File: config.mk
export PLATFORM = sky130hd
export DESIGN_NAME = htsd_ctrl
export DESIGN_NICKNAME = d
export VERILOG_FILES = /design/src/design/assert_macros.svh /design/src/design/htsd_pkg.sv /design/src/design/htsd_ctrl.sv
export SDC_FILE = /design/constraint.sdc
export NUM_CORES = 1
export LEC_CHECK = 0
export BUFFER_PORTS_ARGS = -buffer_cell sky130_fd_sc_hd__buf_2
export CAP_MARGIN = 40
export CORE_ASPECT_RATIO = 1.1
export CORE_UTILIZATION = 50
export CTS_CLUSTER_DIAMETER = 60
export DETAILED_ROUTE_END_ITERATION = 7
export PLACE_DENSITY = 0.79
export RECOVER_POWER = 50
export SYNTH_ARGS = -nofsm -noshare
export SYNTH_HDL_FRONTEND = slang
export SYNTH_SLANG_ARGS = --single-unit
File: constraint.sdc
create_clock -name clk -period 2.3 [get_ports clk]
set_input_delay 0.23 -clock clk [delete_from_list [all_inputs] [get_ports clk]]
set_output_delay 0.23 -clock clk [all_outputs]
set_load 0.05 [all_outputs]
File: src/design/assert_macros.svh
// Assertion helpers used by the top-level file to check internal behavior.
`ifndef ASSERT_MACROS_SVH
`define ASSERT_MACROS_SVH

// Same-cycle implication, sampled on the rising clock, idle in reset.
`define AST_IMPL(name, a, b) name: assert property (@(posedge clk) disable iff (!rst_n) \
    (a) |-> (b)) else $error("implication check failed");

// Next-cycle implication, sampled on the rising clock, idle in reset.
`define AST_NEXT(name, a, b) name: assert property (@(posedge clk) disable iff (!rst_n) \
    (a) |=> (b)) else $error("next-cycle check failed");

`endif

File: src/design/htsd_pkg.sv
package htsd_pkg;

    localparam int NODES            = 512;
    localparam int MAX_SYMBOL_BYTES = 8;
    localparam int STACK_DEPTH      = NODES + 1;

    localparam int NODE_W   = $clog2(NODES);
    localparam int CNT_W    = $clog2(NODES + 1);
    localparam int SP_W     = $clog2(STACK_DEPTH + 1);
    localparam int IDX_W    = $clog2(MAX_SYMBOL_BYTES + 1);
    localparam int STORE_AW = $clog2(NODES * MAX_SYMBOL_BYTES);
    localparam int ENT_W    = NODE_W + 1;

    localparam logic [23:0] TAG_ABL = 24'h41424C;
    localparam logic [23:0] TAG_HMT = 24'h484D54;
    localparam logic [23:0] TAG_REM = 24'h52454D;
    localparam logic [23:0] TAG_DAT = 24'h444154;

    localparam logic [2:0] ST_DATA     = 3'd0;
    localparam logic [2:0] ST_BAD_CODE = 3'd1;
    localparam logic [2:0] ST_TREE_ERR = 3'd2;
    localparam logic [2:0] ST_UNKNOWN  = 3'd3;
    localparam logic [2:0] ST_DEFAULT  = 3'd4;

    typedef enum logic [2:0] {
        TK_ABL,
        TK_HMT,
        TK_REM,
        TK_DAT,
        TK_OTHER
    } tag_kind_t;

    typedef struct packed {
        logic       load;
        logic       tag_first;
        logic       tag_shift;
        logic       set_len;
        logic       len_default;
        logic       set_drop;
        logic       drop_default;
        logic       tree_start;
        logic       set_leaf;
        logic       set_inner;
        logic       push;
        logic       push_side;
        logic       pop_rd;
        logic       new_node;
        logic       link;
        logic       sp_clear;
        logic       sym_write;
        logic       idx_inc;
        logic       idx_clear;
        logic       bit_clear;
        logic       bit_next;
        logic       node_rd;
        logic       walk_step;
        logic       walk_root;
        logic       sym_rd;
        logic       emit;
        logic       emit_data;
        logic [2:0] emit_code;
        logic       flush;
    } cmd_t;

    typedef struct packed {
        tag_kind_t tag_kind;
        logic      byte_zero;
        logic      byte_b0;
        logic      byte_b1;
        logic      len_over;
        logic      byte_ws;
        logic      len_set;
        logic      drop_set;
        logic      len_zero;
        logic      sym_done;
        logic      sp_zero;
        logic      sp_full;
        logic      count_full;
        logic      bits_done;
        logic      nxt_none;
        logic      leaf;
        logic      leaf_done;
        logic      out_free;
        logic      pend_valid;
    } sts_t;

endpackage

File: src/design/htsd_ctrl.sv
module htsd_ctrl (
    input  logic           clk,
    input  logic           rst_n,
    input  logic           in_valid,
    output logic           in_stall,
    input  htsd_pkg::sts_t sts,
    output htsd_pkg::cmd_t cmd
);

    typedef enum logic [3:0] {
        P_TAG0,
        P_TAG1,
        P_TAG2,
        P_ABL,
        P_REM,
        P_IND,
        P_SYM,
        P_DAT
    } phase_t;

    typedef enum logic [3:0] {
        S_IDLE,
        S_DISP,
        S_HMT_INIT,
        S_DAT_INIT,
        S_PUSH_L,
        S_NEXT,
        S_POP,
        S_LINK,
        S_ABORT,
        S_WALK_RD,
        S_WALK_CHK,
        S_LEAF_CHK,
        S_SYM_RD,
        S_SYM_EMIT,
        S_END
    } state_t;

    state_t state_reg, state_next;
    phase_t phase_reg, phase_next;

    always_comb
    begin
        cmd        = '0;
        state_next = state_reg;
        phase_next = phase_reg;
        case (state_reg)
            S_IDLE:
            begin
                if (in_valid)
                begin
                    cmd.load   = 1'b1;
                    state_next = S_DISP;
                end
            end
            S_DISP:
            begin
                case (phase_reg)
                    P_TAG0:
                    begin
                        cmd.tag_first = 1'b1;
                        phase_next    = P_TAG1;
                        state_next    = S_END;
                    end
                    P_TAG1:
                    begin
                        cmd.tag_shift = 1'b1;
                        phase_next    = P_TAG2;
                        state_next    = S_END;
                    end
                    P_TAG2:
                    begin
                        case (sts.tag_kind)
                            htsd_pkg::TK_ABL:
                            begin
                                phase_next = P_ABL;
                                state_next = S_END;
                            end
                            htsd_pkg::TK_REM:
                            begin
                                phase_next = P_REM;
                                state_next = S_END;
                            end
                            htsd_pkg::TK_HMT:
                            begin
                                if (sts.len_set)
                                    state_next = S_HMT_INIT;
                                else if (sts.out_free)
                                begin
                                    cmd.emit        = 1'b1;
                                    cmd.emit_code   = htsd_pkg::ST_DEFAULT;
                                    cmd.len_default = 1'b1;
                                    state_next      = S_HMT_INIT;
                                end
                            end
                            htsd_pkg::TK_DAT:
                            begin
                                if (sts.drop_set)
                                    state_next = S_DAT_INIT;
                                else if (sts.out_free)
                                begin
                                    cmd.emit         = 1'b1;
                                    cmd.emit_code    = htsd_pkg::ST_DEFAULT;
                                    cmd.drop_default = 1'b1;
                                    state_next       = S_DAT_INIT;
                                end
                            end
                            default:
                            begin
                                if (sts.out_free)
                                begin
                                    cmd.emit      = 1'b1;
                                    cmd.emit_code = htsd_pkg::ST_UNKNOWN;
                                    phase_next    = P_TAG0;
                                    state_next    = S_END;
                                end
                            end
                        endcase
                    end
                    P_ABL:
                    begin
                        if (!sts.len_over || sts.out_free)
                        begin
                            cmd.emit      = sts.len_over;
                            cmd.emit_code = htsd_pkg::ST_TREE_ERR;
                            cmd.set_len   = 1'b1;
                            phase_next    = P_TAG0;
                            state_next    = S_END;
                        end
                    end
                    P_REM:
                    begin
                        if (!sts.byte_ws)
                        begin
                            cmd.set_drop = 1'b1;
                            phase_next   = P_TAG0;
                        end
                        state_next = S_END;
                    end
                    P_IND:
                    begin
                        if (sts.byte_zero)
                        begin
                            cmd.set_leaf = 1'b1;
                            if (sts.len_zero)
                                state_next = S_NEXT;
                            else
                            begin
                                phase_next = P_SYM;
                                state_next = S_END;
                            end
                        end
                        else
                        begin
                            cmd.set_inner = 1'b1;
                            if (sts.byte_b0 && sts.sp_full)
                                state_next = S_ABORT;
                            else
                            begin
                                cmd.push      = sts.byte_b0;
                                cmd.push_side = 1'b1;
                                state_next    = S_PUSH_L;
                            end
                        end
                    end
                    P_SYM:
                    begin
                        cmd.sym_write = 1'b1;
                        cmd.idx_inc   = 1'b1;
                        state_next    = sts.sym_done ? S_NEXT : S_END;
                    end
                    P_DAT:
                    begin
                        cmd.bit_clear = 1'b1;
                        state_next    = S_WALK_RD;
                    end
                    default:
                    begin
                        phase_next = P_TAG0;
                        state_next = S_END;
                    end
                endcase
            end
            S_HMT_INIT:
            begin
                cmd.tree_start = 1'b1;
                phase_next     = P_IND;
                state_next     = S_END;
            end
            S_DAT_INIT:
            begin
                cmd.walk_root = 1'b1;
                phase_next    = P_DAT;
                state_next    = S_END;
            end
            S_PUSH_L:
            begin
                if (sts.byte_b1 && sts.sp_full)
                    state_next = S_ABORT;
                else
                begin
                    cmd.push   = sts.byte_b1;
                    state_next = S_NEXT;
                end
            end
            S_NEXT:
            begin
                if (sts.sp_zero)
                begin
                    phase_next = P_TAG0;
                    state_next = S_END;
                end
                else
                begin
                    cmd.pop_rd = 1'b1;
                    state_next = S_POP;
                end
            end
            S_POP:
            begin
                if (sts.count_full)
                    state_next = S_ABORT;
                else
                begin
                    cmd.new_node = 1'b1;
                    state_next   = S_LINK;
                end
            end
            S_LINK:
            begin
                cmd.link   = 1'b1;
                phase_next = P_IND;
                state_next = S_END;
            end
            S_ABORT:
            begin
                if (sts.out_free)
                begin
                    cmd.emit      = 1'b1;
                    cmd.emit_code = htsd_pkg::ST_TREE_ERR;
                    cmd.sp_clear  = 1'b1;
                    phase_next    = P_TAG0;
                    state_next    = S_END;
                end
            end
            S_WALK_RD:
            begin
                if (sts.bits_done)
                    state_next = S_END;
                else
                begin
                    cmd.node_rd = 1'b1;
                    state_next  = S_WALK_CHK;
                end
            end
            S_WALK_CHK:
            begin
                if (sts.nxt_none)
                begin
                    if (sts.out_free)
                    begin
                        cmd.emit      = 1'b1;
                        cmd.emit_code = htsd_pkg::ST_BAD_CODE;
                        cmd.walk_root = 1'b1;
                        cmd.bit_next  = 1'b1;
                        state_next    = S_WALK_RD;
                    end
                end
                else
                begin
                    cmd.walk_step = 1'b1;
                    cmd.node_rd   = 1'b1;
                    state_next    = S_LEAF_CHK;
                end
            end
            S_LEAF_CHK:
            begin
                if (sts.leaf)
                begin
                    cmd.idx_clear = 1'b1;
                    state_next    = S_SYM_RD;
                end
                else
                begin
                    cmd.bit_next = 1'b1;
                    state_next   = S_WALK_RD;
                end
            end
            S_SYM_RD:
            begin
                if (sts.leaf_done)
                begin
                    cmd.walk_root = 1'b1;
                    cmd.bit_next  = 1'b1;
                    state_next    = S_WALK_RD;
                end
                else
                begin
                    cmd.sym_rd = 1'b1;
                    state_next = S_SYM_EMIT;
                end
            end
            S_SYM_EMIT:
            begin
                if (sts.out_free)
                begin
                    cmd.emit      = 1'b1;
                    cmd.emit_data = 1'b1;
                    cmd.emit_code = htsd_pkg::ST_DATA;
                    cmd.idx_inc   = 1'b1;
                    state_next    = S_SYM_RD;
                end
            end
            S_END:
            begin
                if (!sts.pend_valid)
                    state_next = S_IDLE;
                else if (sts.out_free)
                begin
                    cmd.flush  = 1'b1;
                    state_next = S_IDLE;
                end
            end
            default:
            begin
                state_next = S_IDLE;
            end
        endcase
    end

    always_ff @(posedge clk or negedge rst_n)
    begin
        if (!rst_n)
        begin
            state_reg <= S_IDLE;
            phase_reg <= P_TAG0;
        end
        else
        begin
            state_reg <= state_next;
            phase_reg <= phase_next;
        end
    end

    assign in_stall = (state_reg != S_IDLE);

endmodule

=== Word level (Yosys, flattened, before mapping) ===
Index checks and enable logic that the tools add are counted.

* Reductions and logical operators: 16
* Multiplexer cells: 102
* Equality and inequality tests: 37

{| class="wikitable"
|+ Operators by type and width
! cell !! number
|-
| $mux W4 || 26
|-
| $pmux W4 S13 || 1
|-
| $mux W1 || 43
|-
| $pmux W4 S5 || 2
|-
| $eq A4 B3 Y1 const B || 8
|-
| $eq A4 B4 Y1 const B || 7
|-
| $pmux W4 S7 || 1
|-
| $pmux W4 S3 || 2
|-
| $mux W3 || 7
|-
| $ne A3 B3 Y1 const B || 7
|-
| $eq A4 B2 Y1 const B || 4
|-
| $mux W2 || 7
|-
| $pmux W3 S4 || 1
|-
| $ne A5 B5 Y1 const B || 2
|-
| $pmux W1 S3 || 3
|-
| $pmux W3 S3 || 1
|-
| $eq A4 B1 Y1 const B || 2
|-
| $logic_not A4 Y1 || 2
|-
| $ne A2 B2 Y1 const B || 4
|-
| $pmux W1 S2 || 4
|-
| $reduce_and A8 Y1 || 1
|-
| $reduce_or A2 Y1 || 4
|-
| $reduce_and A7 Y1 || 1
|-
| $eq A3 B2 Y1 const B || 2
|-
| other kinds (12) || 13
|}

* Input port bits: 24
* Bits in registers: 8
* Logic and storage cells: 157

=== Logic depth before layout (Yosys ltp) ===
Gate-level depths: netlist (run 1).

* Word-level depth: 5
* Gate-level depth with buffers: 7

=== Worst setup path after synthesis (run 1) ===
Ideal clock, no wire load.

* Path type: register to output
* Start: register phase_reg[0]
* End: output cmd[19] (netlist name)
* Arrival time: 3.285 ns
* Required time: 2.070 ns
* Slack: -1.215 ns
* Cell stages (with the launch flop): 7
* Cells stage by stage: dfrtp_1 buf_6 buf_2 nor2b_1 nand2_1 nor3_1 a21boi_0

{| class="wikitable"
|+ RTL lines
! element !! RTL line !! RTL
|-
| start, declared || htsd_ctrl.sv:40 || <nowiki>phase_t phase_reg, phase_next;</nowiki>
|-
| start signal, assigned || htsd_ctrl.sv:341 || <nowiki>phase_reg <= phase_next;</nowiki>
|-
| end, declared || htsd_ctrl.sv:7 || <nowiki>output htsd_pkg::cmd_t cmd</nowiki>
|}

==> results of run 1 <==
[power by group]
| part | total [mW] | switching, mW | internal, mW |
|---|---|---|---|
| Clock | 0.102 | 0.0425 | 0.0593 |
| Sequential | 0.334 | 0.127 | 0.206 |
| Combinational | 2.01 | 1.24 | 0.765 |
| Total | 2.44 | 1.41 | 1.03 |
[critical path, delay by kind of cell (launching register included)]
family / cells / cell delay, ps
AOI/OAI and AO/OA: 1 / 60
and+or+nand+nor: 2 / 430
DFF: 1 / 470
buffers and inverters: 3 / 730
[metrics by stage]
step                util, %  worst slack [ps]
CTS                   69.69             4.367
detailed placement    67.46             144.1
global placement      67.46             176.8
global route          70.36             2.165
finish                70.36             131.5
floorplan                 -            -188.0
[worst paths after layout]
check / from / to / slack [ps] / cells after the start
max: state_reg[1] / cmd[10] / 130 / 6
min: sts[0] / state_reg[1] / 340 / 3
max reg2reg: phase_reg[0] / phase_reg[1] / 240 / 6
min reg2reg: phase_reg[3] / phase_reg[3] / 730 / 1
max in group asynchronous: rst_n / state_reg[0] / 1570 / 2
min in group asynchronous: rst_n / phase_reg[0] / 420 / 2
[synthesized netlist by cell type (all sizes together) (2+ instances only)]
cell type	n	area [um2]
a2111oi	3	26.28
a211o	5	43.79
a21boi	2	15.01
a21oi	14	73.82
a31oi	3	18.77
a32o	2	20.02
a32oi	3	26.28
and2	4	25.02
and3	3	18.77
buf	14	86.32
clkbuf	5	18.77
dfrtp	8	200.2
inv	9	33.78
mux2	2	26.27
nand2	20	75.07
nand2b	9	56.30
nand3	8	40.04
nand4	3	18.77
nor2	15	58.81
nor2b	14	87.58
nor3	14	70.07
nor3b	2	15.01
nor4	4	25.02
nor4b	5	73.83
o211ai	3	27.52
o21ai	17	85.08
o22ai	3	18.77
o311ai	2	17.52
o32ai	2	17.52
xnor2	2	17.52
[cells by family (layout without fill, tap and decap cells)]
group | Yosys count | in the layout | synth area share (%)
xor gates and xnor gates | 3 | 3 | 1.767
AOI/OAI and AO/OA | 69 | 69 | 32.05
muxes | 3 | 3 | 2.439
DFF | 8 | 8 | 13.46
buffers and inverters | 28 | 87 | 9.335
and+or+nand+nor | 106 | 106 | 40.96
[routing by layer]
layer | GRT usage (%) | vias to the layer above | routed length [um]
li1 | - | 929 | -
met1 | 44.98 | 915 | 1970
met2 | 54.32 | 129 | 2414
met3 | 8.205 | 23 | 509
met4 | 13.55 | 0 | 209
met5 | 0 | - | 0
[what timing repair did]
item	4_1_cts	5_1_grt
setup endpoints to repair	5	16
hold buffers	1	0
endpoints found under the hold margin	8	0
setup buffers	4	0
gates resized for setup	0	12
pin swaps	2	1
[layout make-up]
cell class / instances / area share [%]
Tap cell: 33 / 2.094
Multi-Input combinational cell: 181 / 62.88
Timing Repair Buffer: 75 / 21.89
Inverter: 9 / 1.713
Clock buffer: 3 / 1.142
Sequential cell: 8 / 10.28
==> reports/qor.csv, run 1 <==
stage;metric;value;unit
timing;relative slew slack;60.41;%
timing;fin crit share;94.28;%
cts;cts bufs inserted;3;
worst_setup_path;worst setup path class;flop to output port;
cts;CTS H-tree depth;1;
final_layout;Post-Layout Inst Area;1972;um2
synthesis;ys flop type;dfrtp_1;
timing;Final Max Slew Viols;0;
synthesis;mean post-synth cell area;6.856;um2
worst_setup_path;worst path required time;2070;ps
worst_setup_path;Slowest-stage cell, CP;dfrtp_2;
synthesis;Syn Std Cell Area;1488;um2
cts;Clock Pin Slew Worst Setup and Hold Paths;50;ps
cts;later-pin clock latency in the skew report;250;ps
die;number of I/O pins;56;
route;1st-iter DRT viols;112;
final_layout;Antenna Cells;0;
min_path;Worst Hold Class;input pin to flop;
power;VDD IR max;1.006;mV
synthesis;number of flops mapped to enable cells by yosys;0;
power;PwrDens;1239;nW/um2
global_routing;vias in the first global route;1734;
cts;TritonCTS clock tree;done;
synthesis;Syn Nets;241;
synthesis;Distinct cells, synth;56;
timing;post-layout min period;2168;ps
cts;deepest clock path buffer count;2;
worst_setup_path;Max Fanout on Critical Path;16;
timing;Slew @ Worst Pin;596.4;ps
route;DRC Markers;0;
worst_setup_path;CP Cell Sequence;buf_4 -> nor2b_1 -> nand4_1 -> buf_4 -> o311ai_2 -> buf_2;
die;Std-Cell Rows;20;
placement;routability cong.;1.058;
worst_setup_path;Top cell by count, worst path;buf_4;
synthesis;Synth Warn #;0;
timing;Hold Slack;344.8;ps
global_routing;first-pass GRT wire length;8142;um
final_layout;share of cells above drive strength 1;35.51;%
run;Max-Cap Viols;0;
global_routing;initial antenna violation count;0;
power;P_leak;0.8742;nW
placement;dpl hpwl;3923;um
final_layout;register area;202.7;um2
global_routing;largest net degree at the start of global routing;17;
die;core area;2803;um2
synthesis;Seq/Total Area, Yosys;13.46;%
synthesis;synthesized instance count;217;
placement;I/O Buffers;55;
final_layout;most common cell after layout, fill and taps aside;buf_2;
die;Die Footprint;3198;um2
route;Antenna Nets Post-Route;0;
timing;Clock Skew;1.197;ps
final_layout;Fill cells;237;
final_layout;final non-filler cell total;309;
power;Tot Pwr;2.443;mW
global_routing;grt total ovfl;0;
die;die width;54.01;um
route;final WL;5103;um
timing;Fmax;461.1;MHz
cts;clock sink count;8;
timing;Final setup viols;0;
route;via count;1996;
synthesis;share of flip-flops with an asynchronous set or reset;100.0;%
worst_setup_path;Crit path largest cell delay;470;ps
route;Routed wire per std cell;16.51;um
timing;RSZ-0062 raised after global routing;yes;
route;DR pass1 iterations;4;
cts;Clock Tree Root;clkbuf_4;
final_layout;Nets;302;
placement;Placed Cells;301;
route;Avg Vias per Cell;6.460;
final_layout;commonest non-fill, non-tap cells in the layout;43 x buf_2, 20 x buf_4, 18 x nand2_1;
final_layout;Multi-input gate area;1240;um2
die;Starting Density;53.08;%
timing;total negative slack;0;ps
die;Die Ht;59.21;um
synthesis;synthesized flop and latch total;8;
global_routing;GRT Util Overall;34.55;%
status;status;finished clean;
worst_setup_path;Critical Path AT;1940;ps
placement;dpl cell area;1891;um2
timing;Hold Violations, Final;0;
final_layout;Layout area overhead;32.55;%
worst_setup_path;CP Launch Type;flop;
worst_setup_path;crit end category;output port;
No activity file was read; power rests on OpenSTA's default activity.
==> run 2, diff against run 1 <==
==> constraint.sdc (replaced) <==
create_clock -name clk -period 2.3 [get_ports clk]
set_input_delay 0.69 -clock clk [delete_from_list [all_inputs] [get_ports clk]]
set_output_delay 0.69 -clock clk [all_outputs]
set_load 0.05 [all_outputs]
==> reports/qor.csv, run 2 <==
stage;metric;value;unit;change
placement;I/O Buffers;55;;unchanged
die;Starting Density;53.08;%;unchanged
synthesis;Distinct cells, synth;56;;unchanged
synthesis;synthesized instance count;217;;unchanged
cts;deepest clock path buffer count;2;;unchanged
placement;dpl hpwl;4501;um;was 3923 um
cts;cts bufs inserted;3;;unchanged
placement;routability cong.;0.9601;;was 1.058
synthesis;ys flop type;dfrtp_1;;unchanged
synthesis;Post-synth top cells;20 x nand2_1, 16 x o21ai_0, 14 x nor2_1, 14 x nor2b_1, 14 x nor3_1;;unchanged
global_routing;largest net degree at the start of global routing;17;;
die;die width;54.01;um;unchanged
synthesis;number of flops mapped to enable cells by yosys;0;;unchanged
synthesis;count leader, synth;nand2_1;;unchanged
synthesis;Synth Warn #;0;;unchanged
synthesis;Syn Nets;241;;unchanged
synthesis;mean post-synth cell area;6.856;um2;unchanged
cts;clock sink count;8;;unchanged
die;Die Ht;59.21;um;unchanged
synthesis;share of flip-flops with an asynchronous set or reset;100.0;%;unchanged
placement;dpl cell area;2298;um2;was 1891 um2
placement;Placed Cells;336;;was 301
status;Fail Step;global routing (5_1_grt);;
die;Std-Cell Rows;20;;unchanged
timing;Worst End Pin Type;primary output;;
synthesis;synth top area cells;dfrtp_1 13%, nor2b_1 5.9%, o21ai_0 5.4%, nand2_1 5.0%, nor3_1 4.7%;;unchanged
status;status;aborted with a tool error;;was finished clean
synthesis;synthesized flop and latch total;8;;unchanged
cts;CTS H-tree depth;1;;unchanged
synthesis;area leader, netlist;dfrtp_1;;unchanged
die;number of I/O pins;56;;unchanged
synthesis;post-synth top area share;13.46;%;unchanged
cts;Clock Tree Root;clkbuf_4;;unchanged
synthesis;Syn Std Cell Area;1488;um2;unchanged
synthesis;Seq/Total Area, Yosys;13.46;%;unchanged
status;First Error;[ERROR DPL-0038] Utilization greater than 100%, impossible to legalize;;
timing;Worst endpoint, post-GRT repair;cmd[24];;
## run 2: cell counts after synthesis
Identical to the previous run, type by type.
## run 2: cells by family after synthesis
kind of cell	count (synthesis)	synth area share, %
DFF	8	13.46
muxes	3	2.439
buffers and inverters	28	9.335
AOI/OAI and AO/OA	69	32.05
and+or+nand+nor	106	40.96
xor gates and xnor gates	3	1.767
## run 2: through the flow
step,setup WS (ps),util [%]
after floorplan,-377.2,-
after global placement,-65.84,82.01
after detailed placement,-101.4,82.01
after CTS,-167.8,93.62
## run 2: what timing repair did
item,in CTS
pin swaps,3
setup endpoints to repair,30
resized for setup,81
hold endpoints to repair,0
hold buffers,0
buffers inserted,6
==> run 3, diff against run 2 <==
--- a/config.mk
+++ b/config.mk
@@ -7,11 +7,9 @@
 export LEC_CHECK = 0
 export BUFFER_PORTS_ARGS = -buffer_cell sky130_fd_sc_hd__buf_2
 export CAP_MARGIN = 40
-export CORE_ASPECT_RATIO = 1.1
-export CORE_UTILIZATION = 50
-export CTS_CLUSTER_DIAMETER = 60
+export CORE_UTILIZATION = 35
 export DETAILED_ROUTE_END_ITERATION = 7
-export PLACE_DENSITY = 0.79
+export PLACE_DENSITY_LB_ADDON = 0.15
 export RECOVER_POWER = 50
 export SYNTH_ARGS = -nofsm -noshare
 export SYNTH_HDL_FRONTEND = slang
==> reports/qor.csv, run 3 (synthesized netlist as in run 1, its figures left out) <==
stage;metric;value;unit;change
status;status;finished with violations;;was aborted with a tool error
status;failing checks;negative setup slack;;
run;Max-Cap Viols;0;;
die;Die Footprint;4515;um2;
worst_setup_path;worst r2r dst;state_reg[3];;
worst_setup_path;FF-to-FF setup slack;210;ps;
timing;post-layout min period;2454;ps;
die;Die Ht;67.20;um;was 59.21 um
placement;Placed Cells;366;;was 336
global_routing;initial antenna violation count;0;;
global_routing;Top Usage Layer GRT;met2;;
final_layout;Nets;368;;
global_routing;GR Layer Usage met3;2.534;%;
cts;TritonCTS clock tree;done;;
power;share of power burned in the clock network;4.6;%;
power;VDD IR max;0.6214;mV;
timing;RSZ-0062 raised after global routing;yes;;
worst_setup_path;Critical Path AT;1760;ps;
final_layout;most common cell after layout, fill and taps aside;buf_4;;
worst_setup_path;crit end category;output port;;
route;Routed wire per std cell;18.35;um;
cts;CTS H-tree depth;1;;unchanged
final_layout;Fill cells;278;;
worst_setup_path;Max Fanout on Critical Path;4;;
cts;post-cts hold buffer count;0;;unchanged
timing;Fmax;407.5;MHz;
route;1st-iter DRT viols;195;;
final_layout;final non-filler cell total;392;;
timing;Clock Skew;1.241;ps;
final_layout;Antenna Cells;0;;
global_routing;largest net degree at the start of global routing;20;;
worst_setup_path;RR Startpoint;phase_reg[0];;
global_routing;GR Util met2;50.75;%;
placement;I/O Buffers;55;;unchanged
cts;deepest clock path buffer count;2;;unchanged
timing;Slew @ Worst Pin;446.4;ps;
power;Comb pwr share;87.0;%;
global_routing;GRT Util Overall;30.67;%;
timing;final worst slack;-153.8;ps;
global_routing;vias in the first global route;2139;;
die;core area;4029;um2;
final_layout;share of cells above drive strength 1;62.57;%;
worst_setup_path;CP endpoint;cmd[27];;
final_layout;Layout area overhead;107.7;%;
global_routing;first-pass GRT wire length;10400;um;
placement;pre-CTS WS;-87.77;ps;was -101.4 ps
power;PwrDens;1206;nW/um2;
route;Antenna Nets Post-Route;0;;
cts;Clock Pin Slew Worst Setup and Hold Paths;40;ps;
route;DR pass1 iterations;5;;
timing;relative slew slack;69.47;%;
power;Switch Pwr;1.899;mW;
min_path;Worst Hold Class;input pin to async pin;;
die;die width;67.20;um;was 54.01 um
power;Tot Pwr;3.726;mW;
power;Pint;1.828;mW;
worst_setup_path;worst path required time;1610;ps;
cts;Clock Tree Root;clkbuf_8;;was clkbuf_4
worst_setup_path;worst setup path class;flop to output port;;
placement;dpl hpwl;5010;um;was 4501 um
power;P_leak;1.382;nW;
cts;clock sink count;8;;unchanged
timing;Final setup viols;16;;
cts;cts bufs inserted;3;;unchanged
timing;Final Max Slew Viols;0;;
timing;Hold Violations, Final;0;;
cts;later-pin clock latency in the skew report;230;ps;
route;via count;2325;;
power;Sw Ratio;50.95;%;
route;final WL;7193;um;
worst_setup_path;R2R depth;8;;
die;Starting Density;36.93;%;was 53.08%
die;number of I/O pins;56;;unchanged
route;Avg Vias per Cell;5.931;;
worst_setup_path;Critical Path Start;state_reg[2];;
global_routing;M1 GR Usage;42.13;%;
timing;fin crit share;106.7;%;
final_layout;commonest non-fill, non-tap cells in the layout;76 x buf_4, 27 x buf_6, 26 x buf_2;;
global_routing;grt total ovfl;0;;
route;DRC Markers;0;;
placement;routability cong.;0.9234;;was 0.9601
worst_setup_path;CP Launch Type;flop;;
die;Std-Cell Rows;23;;was 20
power;sequential cell fraction of total power;8.4;%;
run 3: power groups by stage:
stage | sequential (mW) | clock (mW) | combinational, mW
after floorplan | 0.227 | 0 | 1.71
after global placement | 0.298 | 0 | 2.47
after detailed placement | 0.302 | 0 | 2.47
after CTS | 0.311 | 0.172 | 2.83
after global routing | 0.316 | 0.179 | 3.41
final | 0.313 | 0.172 | 3.24
run 3: worst max-delay path, cell delays in order (launching register included):
cell and delay [ps]:
dfrtp_2 440, nor4b_4 300, buf_6 180, nand2_4 70
a211o_4 310, clkinvlp_4 90, buf_8 140
run 3: cell type report:
| cell class | count | area, um2 | area share, % |
|---|---|---|---|
| flip-flops and latches | 8 | 207.7 | 6.721 |
| inverters | 9 | 42.54 | 1.377 |
| clock buffers | 3 | 41.29 | 1.336 |
| multi-input cells | 181 | 1568 | 50.73 |
| repair buffers | 141 | 1169 | 37.81 |
| well taps | 50 | 62.56 | 2.024 |
run 3: layer usage:
metal  vias to the layer above  wire (um)
li1                       1069          -
met1                      1113       2948
met2                       124       3581
met3                        19        533
met4                         0        130
met5                         -          0
run 3: per-stage QoR:
stage | hold WS (ps) | TNS (ps) | cell area (um2) | util, %
2_1_floorplan | 394.4 | -2738 | 1752 | -
3_3_place_gp | 542.6 | -215.8 | 2417 | 60.00
3_5_place_dp | 546.4 | -226.4 | 2417 | 60.00
4_1_cts | 301.8 | -1450 | 2835 | 70.37
5_1_grt | 424.2 | -2046 | 3090 | 76.71
6_report | 372.7 | -1406 | 3090 | 76.71
run 3: worst min-delay path by stage:
stage | endpoint | start | depth (start not counted) | slack (ps)
2_1_floorplan | phase_reg[0] | rst_n | 0 | 390
5_1_grt | phase_reg[2] | rst_n | 1 | 420
6_report | phase_reg[2] | rst_n | 1 | 370
3_3_place_gp | phase_reg[0] | rst_n | 1 | 540
3_5_place_dp | phase_reg[0] | rst_n | 1 | 550
4_1_cts | phase_reg[2] | rst_n | 1 | 300
run 3: repair_timing:
action                                  CTS  global route
gates resized for setup                  88            47
setup buffers                            10            13
cloned                                    0             1
endpoints found under the setup margin   30            29
pin swaps                                 9            13
